**config.mk**
```make
export PLATFORM = sky130hd
export DESIGN_NAME = sorted_value_queue
export DESIGN_NICKNAME = d
export VERILOG_FILES = /design/src/svq_pkg.sv /design/src/sorted_value_queue.sv /design/src/svq_dpath.sv /design/src/svq_ctrl.sv
export SDC_FILE = /design/constraint.sdc
export NUM_CORES = 2
export LEC_CHECK = 0
export BUFFER_PORTS_ARGS = -buffer_cell sky130_fd_sc_hd__clkbuf_2
export CORE_ASPECT_RATIO = 1.2
export CORE_MARGIN = 5
export CORE_UTILIZATION = 40
export DETAILED_ROUTE_END_ITERATION = 10
export HOLD_SLACK_MARGIN = 0.08
export MAX_ROUTING_LAYER = met4
export PLACE_DENSITY = 0.63
export SYNTH_ARGS = -nofsm -noshare
export SYNTH_HDL_FRONTEND = slang
export SYNTH_SLANG_ARGS = --single-unit
```
**constraint.sdc**
```tcl
create_clock -name clock -period 7.25 [get_ports clock]
set_input_delay 0.725 -clock clock [delete_from_list [all_inputs] [get_ports clock]]
set_output_delay 0.725 -clock clock [all_outputs]
set_load 0.01 [all_outputs]
```
**src/svq_pkg.sv**
```systemverilog
// svq_pkg: shared types and constants for the sorted value queue.
// Request/response beat structs, op codes, FSM states, controller/datapath links.
package svq_pkg;

   localparam int CAPACITY = 64;
   localparam int AW = (CAPACITY > 1) ? $clog2(CAPACITY) : 1;
   localparam int CW = $clog2(CAPACITY + 1);

   typedef enum logic [2:0] {
      OP_INSERT  = 3'd0,
      OP_POP_MIN = 3'd1,
      OP_POP_MAX = 3'd2,
      OP_READ    = 3'd3,
      OP_CLEAR   = 3'd4
   } svq_op_type;

   typedef struct packed {
      logic [2:0]         op;
      logic signed [31:0] value;
      logic [5:0]         position;
   } svq_req_type;

   typedef struct packed {
      logic               ok;
      logic signed [31:0] result_value;
      logic [6:0]         count;
   } svq_rsp_type;

   typedef enum logic [2:0] {
      ST_IDLE,
      ST_DECODE,
      ST_RD_WAIT,
      ST_INS_RD,
      ST_INS_CMP,
      ST_INS_LAST
   } svq_state_type;

   typedef enum logic [2:0] {
      ADDR_ZERO,
      ADDR_LAST,
      ADDR_POS,
      ADDR_IDX,
      ADDR_IDX_NEXT
   } svq_addr_type;

   typedef enum logic [1:0] {
      FILL_HOLD,
      FILL_INC,
      FILL_DEC,
      FILL_CLEAR
   } svq_fill_type;

   typedef struct packed {
      logic         latch;
      svq_addr_type addr_sel;
      logic         wr_en;
      logic         wr_rdata;   // 1: write read data (shift), 0: write new value
      logic         idx_load;
      logic         idx_dec;
      svq_fill_type fill_op;
      logic         head_inc;
      logic         head_clear;
      logic         rsp_load;
      logic         rsp_ok;
      logic         rsp_use_data;
   } svq_cmd_type;

   typedef struct packed {
      logic [2:0] op;
      logic       full;
      logic       empty;
      logic       pos_in_range;
      logic       rd_greater;
      logic       idx_zero;
   } svq_status_type;

endpackage

```
**src/sorted_value_queue.sv**
```systemverilog
// sorted_value_queue: ascending store of signed values in a ring memory, one op at a time.
// Clear, failed ops and insert into empty are answered from the decode state; remove and
// read go through a registered memory read; insert runs a read/compare/shift loop on the
// one RAM port over the stored values greater than the new one.
// busy drops in the strobe cycle, so a new op can start in it. The result strobe lasts
// one cycle and cannot be stalled. Synchronous reset empties the store; contents undefined.
module sorted_value_queue
   import svq_pkg::*;
(
   input  logic        clock,
   input  logic        reset,
   input  logic        start,
   output logic        busy,
   input  svq_req_type req_data,
   output logic        rsp_strobe,
   output svq_rsp_type rsp_data
);

   svq_cmd_type    cmd;
   svq_status_type status;

   svq_ctrl u_ctrl (
      .clock  (clock),
      .reset  (reset),
      .start  (start),
      .busy   (busy),
      .status (status),
      .cmd    (cmd)
   );

   svq_dpath u_dpath (
      .clock      (clock),
      .reset      (reset),
      .req_data   (req_data),
      .cmd        (cmd),
      .status     (status),
      .rsp_strobe (rsp_strobe),
      .rsp_data   (rsp_data)
   );

endmodule

```
**src/svq_dpath.sv**
```systemverilog
// svq_dpath: entry memory (circular, kept sorted), head/fill/index registers,
// request latch and response register. Depends on svq_pkg.
module svq_dpath
   import svq_pkg::*;
(
   input  logic           clock,
   input  logic           reset,
   input  svq_req_type    req_data,
   input  svq_cmd_type    cmd,
   output svq_status_type status,
   output logic           rsp_strobe,
   output svq_rsp_type    rsp_data
);

   logic [31:0]    entries_mem [CAPACITY];
   logic [31:0]    rd_data_ff;
   svq_req_type    req_ff;
   logic [AW-1:0]  head_ff, head_in;
   logic [CW-1:0]  fill_ff, fill_in;
   logic [AW-1:0]  idx_ff, idx_in;
   logic           rsp_strobe_ff;
   svq_rsp_type    rsp_ff;
   logic [AW-1:0]  logical;
   logic [AW:0]    sum;
   logic [AW-1:0]  phys;
   logic [31:0]    wdata;
   logic [CW+5:0]  pos_ext, fill_ext;

   // logical position -> physical address, wrap around the ring
   always_comb begin
      unique case (cmd.addr_sel)
         ADDR_ZERO:     logical = '0;
         ADDR_LAST:     logical = AW'(fill_ff - 1'b1);
         ADDR_POS:      logical = AW'(req_ff.position);
         ADDR_IDX:      logical = idx_ff;
         ADDR_IDX_NEXT: logical = AW'(idx_ff + 1'b1);
         default:       logical = '0;
      endcase
      sum = {1'b0, head_ff} + {1'b0, logical};
      if (sum >= (AW + 1)'(CAPACITY)) begin
         phys = AW'(sum - (AW + 1)'(CAPACITY));
      end else begin
         phys = AW'(sum);
      end
      wdata = cmd.wr_rdata ? rd_data_ff : req_ff.value;
   end

   always_ff @(posedge clock) begin
      if (cmd.wr_en) begin
         entries_mem[phys] <= wdata;
      end
      rd_data_ff <= entries_mem[phys];
      if (cmd.latch) begin
         req_ff <= req_data;
      end
   end

   always_comb begin
      head_in = head_ff;
      if (cmd.head_clear) begin
         head_in = '0;
      end else if (cmd.head_inc) begin
         head_in = (head_ff == AW'(CAPACITY - 1)) ? '0 : AW'(head_ff + 1'b1);
      end

      unique case (cmd.fill_op)
         FILL_INC:   fill_in = CW'(fill_ff + 1'b1);
         FILL_DEC:   fill_in = CW'(fill_ff - 1'b1);
         FILL_CLEAR: fill_in = '0;
         default:    fill_in = fill_ff;
      endcase

      idx_in = idx_ff;
      if (cmd.idx_load) begin
         idx_in = AW'(fill_ff - 1'b1);
      end else if (cmd.idx_dec) begin
         idx_in = AW'(idx_ff - 1'b1);
      end
   end

   always_ff @(posedge clock) begin
      if (reset) begin
         head_ff       <= '0;
         fill_ff       <= '0;
         rsp_strobe_ff <= 1'b0;
      end else begin
         head_ff       <= head_in;
         fill_ff       <= fill_in;
         rsp_strobe_ff <= cmd.rsp_load;
      end
      idx_ff <= idx_in;
      if (cmd.rsp_load) begin
         rsp_ff.ok           <= cmd.rsp_ok;
         rsp_ff.result_value <= cmd.rsp_use_data ? $signed(rd_data_ff) : 32'sd0;
         rsp_ff.count        <= 7'(fill_in);
      end
   end

   assign pos_ext  = (CW + 6)'(req_ff.position);
   assign fill_ext = (CW + 6)'(fill_ff);

   assign status.op           = req_ff.op;
   assign status.full         = (fill_ff == CW'(CAPACITY));
   assign status.empty        = (fill_ff == '0);
   assign status.pos_in_range = (pos_ext < fill_ext);
   assign status.rd_greater   = ($signed(rd_data_ff) > req_ff.value);
   assign status.idx_zero     = (idx_ff == '0);

   assign rsp_strobe = rsp_strobe_ff;
   assign rsp_data   = rsp_ff;

endmodule

```
**src/svq_ctrl.sv**
```systemverilog
// svq_ctrl: operation sequencer for the sorted value queue.
// Drives svq_dpath through svq_cmd_type; depends on svq_pkg.
module svq_ctrl
   import svq_pkg::*;
(
   input  logic           clock,
   input  logic           reset,
   input  logic           start,
   output logic           busy,
   input  svq_status_type status,
   output svq_cmd_type    cmd
);

   svq_state_type state_ff, state_in;

   always_ff @(posedge clock) begin
      if (reset) begin
         state_ff <= ST_IDLE;
      end else begin
         state_ff <= state_in;
      end
   end

   always_comb begin
      state_in         = state_ff;
      cmd.latch        = 1'b0;
      cmd.addr_sel     = ADDR_ZERO;
      cmd.wr_en        = 1'b0;
      cmd.wr_rdata     = 1'b0;
      cmd.idx_load     = 1'b0;
      cmd.idx_dec      = 1'b0;
      cmd.fill_op      = FILL_HOLD;
      cmd.head_inc     = 1'b0;
      cmd.head_clear   = 1'b0;
      cmd.rsp_load     = 1'b0;
      cmd.rsp_ok       = 1'b0;
      cmd.rsp_use_data = 1'b0;
      busy             = (state_ff != ST_IDLE);

      unique case (state_ff)
         ST_IDLE: begin
            if (start) begin
               cmd.latch = 1'b1;
               state_in  = ST_DECODE;
            end
         end

         ST_DECODE: begin
            state_in = ST_IDLE;
            unique case (status.op) inside
               OP_INSERT: begin
                  if (status.full) begin
                     cmd.rsp_load = 1'b1;
                  end else if (status.empty) begin
                     cmd.addr_sel = ADDR_ZERO;
                     cmd.wr_en    = 1'b1;
                     cmd.fill_op  = FILL_INC;
                     cmd.rsp_load = 1'b1;
                     cmd.rsp_ok   = 1'b1;
                  end else begin
                     cmd.idx_load = 1'b1;
                     state_in     = ST_INS_RD;
                  end
               end
               OP_POP_MIN, OP_POP_MAX: begin
                  cmd.addr_sel = (status.op == OP_POP_MIN) ? ADDR_ZERO : ADDR_LAST;
                  if (status.empty) begin
                     cmd.rsp_load = 1'b1;
                  end else begin
                     state_in = ST_RD_WAIT;
                  end
               end
               OP_READ: begin
                  cmd.addr_sel = ADDR_POS;
                  if (status.pos_in_range) begin
                     state_in = ST_RD_WAIT;
                  end else begin
                     cmd.rsp_load = 1'b1;
                  end
               end
               OP_CLEAR: begin
                  cmd.fill_op    = FILL_CLEAR;
                  cmd.head_clear = 1'b1;
                  cmd.rsp_load   = 1'b1;
                  cmd.rsp_ok     = 1'b1;
               end
               default: begin
                  cmd.rsp_load = 1'b1;
               end
            endcase
         end

         // read data from the address issued in ST_DECODE is valid here
         ST_RD_WAIT: begin
            cmd.rsp_load     = 1'b1;
            cmd.rsp_ok       = 1'b1;
            cmd.rsp_use_data = 1'b1;
            if (status.op == OP_POP_MIN) begin
               cmd.head_inc = 1'b1;
               cmd.fill_op  = FILL_DEC;
            end else if (status.op == OP_POP_MAX) begin
               cmd.fill_op = FILL_DEC;
            end
            state_in = ST_IDLE;
         end

         ST_INS_RD: begin
            cmd.addr_sel = ADDR_IDX;
            state_in     = ST_INS_CMP;
         end

         // walk down from the top: shift larger entries up one, drop value in the gap
         ST_INS_CMP: begin
            cmd.addr_sel = ADDR_IDX_NEXT;
            cmd.wr_en    = 1'b1;
            if (status.rd_greater) begin
               cmd.wr_rdata = 1'b1;
               if (status.idx_zero) begin
                  state_in = ST_INS_LAST;
               end else begin
                  cmd.idx_dec = 1'b1;
                  state_in    = ST_INS_RD;
               end
            end else begin
               cmd.fill_op  = FILL_INC;
               cmd.rsp_load = 1'b1;
               cmd.rsp_ok   = 1'b1;
               state_in     = ST_IDLE;
            end
         end

         ST_INS_LAST: begin
            cmd.addr_sel = ADDR_ZERO;
            cmd.wr_en    = 1'b1;
            cmd.fill_op  = FILL_INC;
            cmd.rsp_load = 1'b1;
            cmd.rsp_ok   = 1'b1;
            state_in     = ST_IDLE;
         end

         default: begin
            state_in = ST_IDLE;
         end
      endcase
   end

endmodule
```
# [Yosys cells after proc, flatten, opt, wreduce, memory -nomap -nowiden]
# Memories as Yosys holds them, arrays and structs flattened. A register that Yosys moved wholly into a read port is not among the register bits.
# Index checks and enable logic that the tools add are counted.
[op_classes] add_sub_neg=7 order_cmp=3 n_eq_ne=19 mux=57 n_reduce_logical=10
[ops] cell="32-bit > comparator" count=1
[ops] cell="32-bit two-way mux" count=1
[ops] cell="1-bit two-way mux" count=27
[ops] cell="3-bit case mux with 3 select lines" count=3
[ops] cell="6-bit two-way mux" count=4
[ops] cell="6-bit case mux with 4 select lines" count=1
[ops] cell="7-bit case mux with 3 select lines" count=1
[ops] cell="3-bit by 2-bit equality test with 1-bit output, second input constant" count=6
[ops] cell="2-bit two-way mux" count=9
[ops] cell="6-bit by 1-bit adder with 6-bit output, second input constant" count=2
[ops] cell="3-bit equality test, second input constant" count=4
[ops] cell="3-bit case mux with 4 select lines" count=1
[ops] cell="6-bit by 1-bit subtractor with 6-bit output, second input constant" count=2
[ops] cell="3-bit by 1-bit equality test with 1-bit output, second input constant" count=3
[ops] cell="3-bit two-way mux" count=3
[ops] cell="2-bit case mux with 4 select lines" count=1
[ops] cell="2-bit OR reduction" count=4
[ops] cell="6-bit by 6-bit adder with 7-bit output" count=1
[ops] cell="7-bit by 1-bit adder with 7-bit output, second input constant" count=1
[ops] cell="7-bit equality test, second input constant" count=1
[ops] cell="7-bit greater-or-equal comparator, second input constant" count=1
[ops] cell="7-bit logical NOT" count=1
[ops] cell="6-bit by 7-bit less-than comparator with 1-bit output" count=1
[ops] cell="7-bit by 1-bit subtractor with 7-bit output, second input constant" count=1
[ops] cell="13 further kinds" count=16
[totals] register_bits=104 ramBits=2048 inputBits=44 output_inout_bits=42 elab_cells=108 memories=1
[mem_list] name="u_dpath.entries_mem" depth=64 word_bits=32 read_ports=1 rd_clocked_by_memory_dff=1 write_ports=1 line_no="svq_dpath.sv:15" text="logic [31:0] entries_mem [CAPACITY];"

# [Logic depth before layout (Yosys ltp)]
[logic_depth] depth_word=10 mapped_depth=20 ltp_nobuf=16

# [By module]
# A second synthesis with hierarchy kept.
[unflattened] hier_cells=5464 hier_area_um2=86762.0
[by_module_without_submodules] mod="svq_dpath" instances=1 cells_per_inst=5411 area_per_inst_um2=86381.6 seq_area_each_um2=65032.4
[by_module_without_submodules] mod="svq_ctrl" instances=1 cells_per_inst=53 area_per_inst_um2=380.4 seq_area_each_um2=60.1

# [Least setup slack after synthesis]
# No wires, ideal clock.
[synth_path] path_type="register -> register" start="register u_ctrl.state_ff[2]" end="memory u_dpath.entries_mem[12][0] (enable)" setup_time_ps=421 t_arrival_ps=4995 t_required_ps=6829 path_slack_ps=1834 path_stages_with_launch=15 n_path_buf=4 period_less_slack_ps=5416 path_cell_list="dfxtp_1 > or3b_4 > or3_1 > o21ai_0 > ha_1 > fa_1 > clkbuf_1 > inv_1 > nand2_1 > nor2_1 > clkbuf_1 > clkbuf_1 > buf_1 > nand2_1 > nor2_1"
[synth_between] elab_chain_cells=7 elab_cells_between_ends=18 classes_between="add/sub: 2; order compare: 1; eq/ne: 8; mux: 6; reduce/logical: 1"
[synth_rtl] element="start: declaration" line_no="svq_ctrl.sv:14" text="svq_state_type state_ff, state_in;"
[synth_rtl] element="start signal: assignment" line_no="svq_ctrl.sv:20" text="state_ff <= state_in;"
[synth_rtl] element="3-bit equality test (tied with other cells)" line_no="svq_ctrl.sv:40" text="unique case (state_ff)"
[synth_rtl] element="3-bit case mux with 3 select lines" line_no="svq_ctrl.sv:40"
[synth_rtl] element="3-bit equality test (tied with other cells)" line_no="svq_dpath.sv:31" text="unique case (cmd.addr_sel)"
[synth_rtl] element="6-bit case mux with 4 select lines" line_no="svq_dpath.sv:31"
[synth_rtl] element="6-bit by 6-bit adder with 7-bit output" line_no="svq_dpath.sv:39" text="sum = {1'b0, head_ff} + {1'b0, logical};"
[synth_rtl] element="6-bit by 1-bit subtractor with 6-bit output or 7-bit greater-or-equal comparator (tied branches)" line_no="svq_dpath.sv:41, svq_dpath.sv:40"
[synth_rtl] element="6-bit two-way mux" line_no="svq_dpath.sv:40" text="if (sum >= (AW + 1)'(CAPACITY)) begin"
[synth_rtl] element="end: declaration" line_no="svq_dpath.sv:15"
# Several ways; a longest one is shown, not always the timed one.

# [Final worst setup path]
[layout_path] start="register u_ctrl.state_ff[1]" end="register u_dpath.rd_data_ff[16] (read register of u_dpath.entries_mem)"
[layout_between] elab_chain_cells=7 elab_cells_between_ends=13 classes_between="add/sub: 2; order compare: 1; eq/ne: 7; mux: 3"
[layout_rtl] element="3-bit equality test (tied with other cells)" line_no="svq_ctrl.sv:40"
[layout_rtl] element="3-bit case mux with 3 select lines (*)" line_no="svq_ctrl.sv:40"
[layout_rtl] element="3-bit equality test (tied with other cells)" line_no="svq_dpath.sv:31"
[layout_rtl] element="6-bit case mux with 4 select lines (*)" line_no="svq_dpath.sv:31"
[layout_rtl] element="6-bit by 6-bit adder with 7-bit output (*)" line_no="svq_dpath.sv:39"
[layout_rtl] element="6-bit by 1-bit subtractor with 6-bit output or 7-bit greater-or-equal comparator (tied branches)" line_no="svq_dpath.sv:41, svq_dpath.sv:40"
[layout_rtl] element="6-bit two-way mux (*)" line_no="svq_dpath.sv:40"
[layout_rtl] element="end: declaration" line_no="svq_dpath.sv:16" text="logic [31:0] rd_data_ff;"
# Mark *: on every way between the ends. The rest lies on a longest branch, timed or not.
# A chain may end at the register's enable or synchronous reset.

==> run summary <==
Root buf cell - clkbuf_16
Clock Skew - 31.9 ps
Input/output buffers - 85
Storage element area - 0.0651 sq mm
Worst-Skew Late Latency - 860 ps
Largest net degree at the start of global routing - 92
Hold-fix buffers, CTS - 41
Clk pwr share - 0.402
Post-CTS Setup Bufs - 0
CTS sink cnt - 2184
Unrepaired setup endpoints after global routing - no
Leakage power total - 0.0302 uW
Drt total wl - 257000 um
Die area - 0.218 sq mm
Synth unique cells - 77
Cell Int Power - 20200 uW
Asr flop ratio synth - 0
Switching share of power - 0.224
Max-slew headroom - 0.171
Post-Place Cell Area - 0.0889 sq mm
Min-delay worst type - primary input to register
Drt pass-1 iters - 6
Filler cells - 17456
Drt wl/cell - 32.0 um
Utilization after layout - 0.462
Max Clock Freq - 161 MHz
Nets - 5173
Commonest non-fill, non-tap cell in the layout - edfxtp_1
Synth Net Count - 4925
Most frequent cells in the layout - 2135 x edfxtp_1, 369 x nand2_1, 256 x a21oi_1
Peak VDD IR - 0.000216 V
Post-route cell area - 0.0958 sq mm
Synth Register Bits - 2184
Final worst slack - 1030 ps
Final setup violation count - 0
# H-tree levels - 4
Total GRT Usage - 0.238
Setup CP Type - register to register
Min cycle time layout - 6220 ps
Drt drc - 0
Dpl hpwl - 151000 um
Ratio of cells with drive above 1 in the final layout - 0.163
Slew Limit Fails - 0
Setup TNS - 0 ps
TritonCTS buffer count - 202
Status - complete, no violations
I/O pins - 86
Seq/Total Area, Yosys - 0.780
Slew @ Worst Pin - 1240 ps
Number of gates resized after cts - 0
Starting Density - 0.402
CP arrival - 6880 ps
Via Count - 48646
Max_cap viols - 0
Critical Path End Type - register
Final hold vios - 0
Pwr Density - 272 mW/mm^2
Netlist Area Pre-Place - 0.0834 sq mm
Clk buf depth - 3
P_sw - 5840 uW
Combinational share of power - 0.057
Fin crit share - 0.859
Footprint of the multi-input gates - 0.0177 sq mm
Vias in the first global route - 46921
Initial DRC count - 6729
Seq pwr share - 0.542
Maximum fanout along the worst path - 38
CP Launch Type - register
Width of the die - 427 um
Synthesis Warnings - 0
Final Wtd Congestion - 0.893
Grt ovf - 0
Cells after synthesis - 4832
Pre-CTS setup slack - 1120 ps
First-pass GRT wire length - 361000 um
Vias per inst - 6.06
CTS tree - done
Row count - 183
Antenna violations before repair - 9
Worst-path clk slew - 60 ps
Post-synth EDFFs - 2135
Area Growth Syn to Fin - 14.8%
Core Region - 0.207 sq mm
Final ANT Viol Nets - 0
Mapped Avg Cell Area - 17.3 sq um
Die height - 510 um
CP required - 7900 ps
Top_reg_cell synth - edfxtp_1
## state kept, by name, indices dropped and copies added (netlist names)
signal,cells
u_ctrl.state_ff,3
u_dpath.entries_mem,2048
u_dpath.fill_ff,7
u_dpath.head_ff,6
u_dpath.idx_ff,6
u_dpath.pos_ext,6
u_dpath.rd_data_ff,32
u_dpath.req_ff,32
u_dpath.rsp_data,40
u_dpath.rsp_strobe,1
u_dpath.status,3
## Yosys cell counts, drive strengths merged, types with 48 or more instances
library cell / n / area share
a22o: 94 / 0.0099
nand2: 377 / 0.017
a31oi: 121 / 0.0091
o22ai: 68 / 0.0051
a21oi: 256 / 0.015
dfxtp: 49 / 0.012
edfxtp: 2135 / 0.77
and3: 51 / 0.0038
o21ai: 90 / 0.0054
clkbuf: 200 / 0.0090
ha: 48 / 0.0072
buf: 94 / 0.0050
mux4: 125 / 0.034
a22oi: 213 / 0.019
nand3: 59 / 0.0035
mux2i: 187 / 0.022
nor2: 189 / 0.0086
a221oi: 118 / 0.012
## worst paths after layout
path | startpoint | end | slack (ps) | depth (start not counted)
hold reg to reg | u_dpath.head_ff[4] | u_dpath.head_ff[4] | 610 | 2
setup reg to reg | u_ctrl.state_ff[1] | u_dpath.rd_data_ff[16] | 1030 | 15
setup / recovery | u_ctrl.state_ff[1] | u_dpath.rd_data_ff[16] | 1030 | 15
hold / removal | reset | u_dpath.rsp_strobe | 250 | 2
## final cells by class
cell class              count  share of cell area
well taps                2775              0.0363
multi-input cells        2309               0.185
repair buffers            338              0.0301
flip-flops and latches   2184               0.680
diodes                      5            0.000131
clock buffers             259              0.0555
clock inverters           114              0.0117
inverters                  45             0.00180
## cell families after synthesis
| kind of cell | Yosys count | share of synthesized area |
|---|---|---|
| buffers and inverters | 339 | 0.0160 |
| XOR/XNOR | 26 | 0.00304 |
| adder cells (fa/ha/maj) | 50 | 0.00756 |
| flip-flops | 2184 | 0.780 |
| AO/OA/AOI/OAI | 1099 | 0.0910 |
| multiplexers | 350 | 0.0613 |
| AND/OR/NAND/NOR | 784 | 0.0410 |
## worst max-delay path, cell delays in order (launching register included)
cell      delay (ps)
dfxtp_1          330
buf_4            300
nand2b_1         250
nor2_1           160
a221oi_1         410
o21ai_0          260
ha_4             240
fa_4            1070
inv_4             70
nand2_4          540
buf_4            460
a21oi_1          110
a221oi_1         610
o221ai_1         500
a21oi_1          360
o221ai_1         270
## power by group through the flow
| stage | clock (uW) | combinational [uW] | sequential (uW) |
|---|---|---|---|
| 4_1_cts | 10600 | 1450 | 14100 |
| 3_3_place_gp | 0 | 1400 | 14400 |
| 6_report | 10500 | 1480 | 14100 |
| 2_1_floorplan | 0 | 746 | 14300 |
| 5_1_grt | 11100 | 1550 | 14100 |
| 3_5_place_dp | 0 | 1430 | 14400 |
## routing by layer
metal	vias to the layer above	wire, um	track usage
met4	0	10300	0.0893
met2	3195	120000	0.364
li1	20052	-	-
met1	24871	96300	0.311
met3	528	30400	0.0600
met5	-	0	-
## metrics by stage
step	hold slack [ps]	instances	total power, uW
3_5_place_dp	588	7610	15800
2_1_floorplan	520	4832	15100
5_1_grt	236	8027	26800
3_3_place_gp	563	7609	15800
6_report	245	8029	26100
4_1_cts	191	8024	26100
Note: power is estimated with default switching activity, not from simulation.
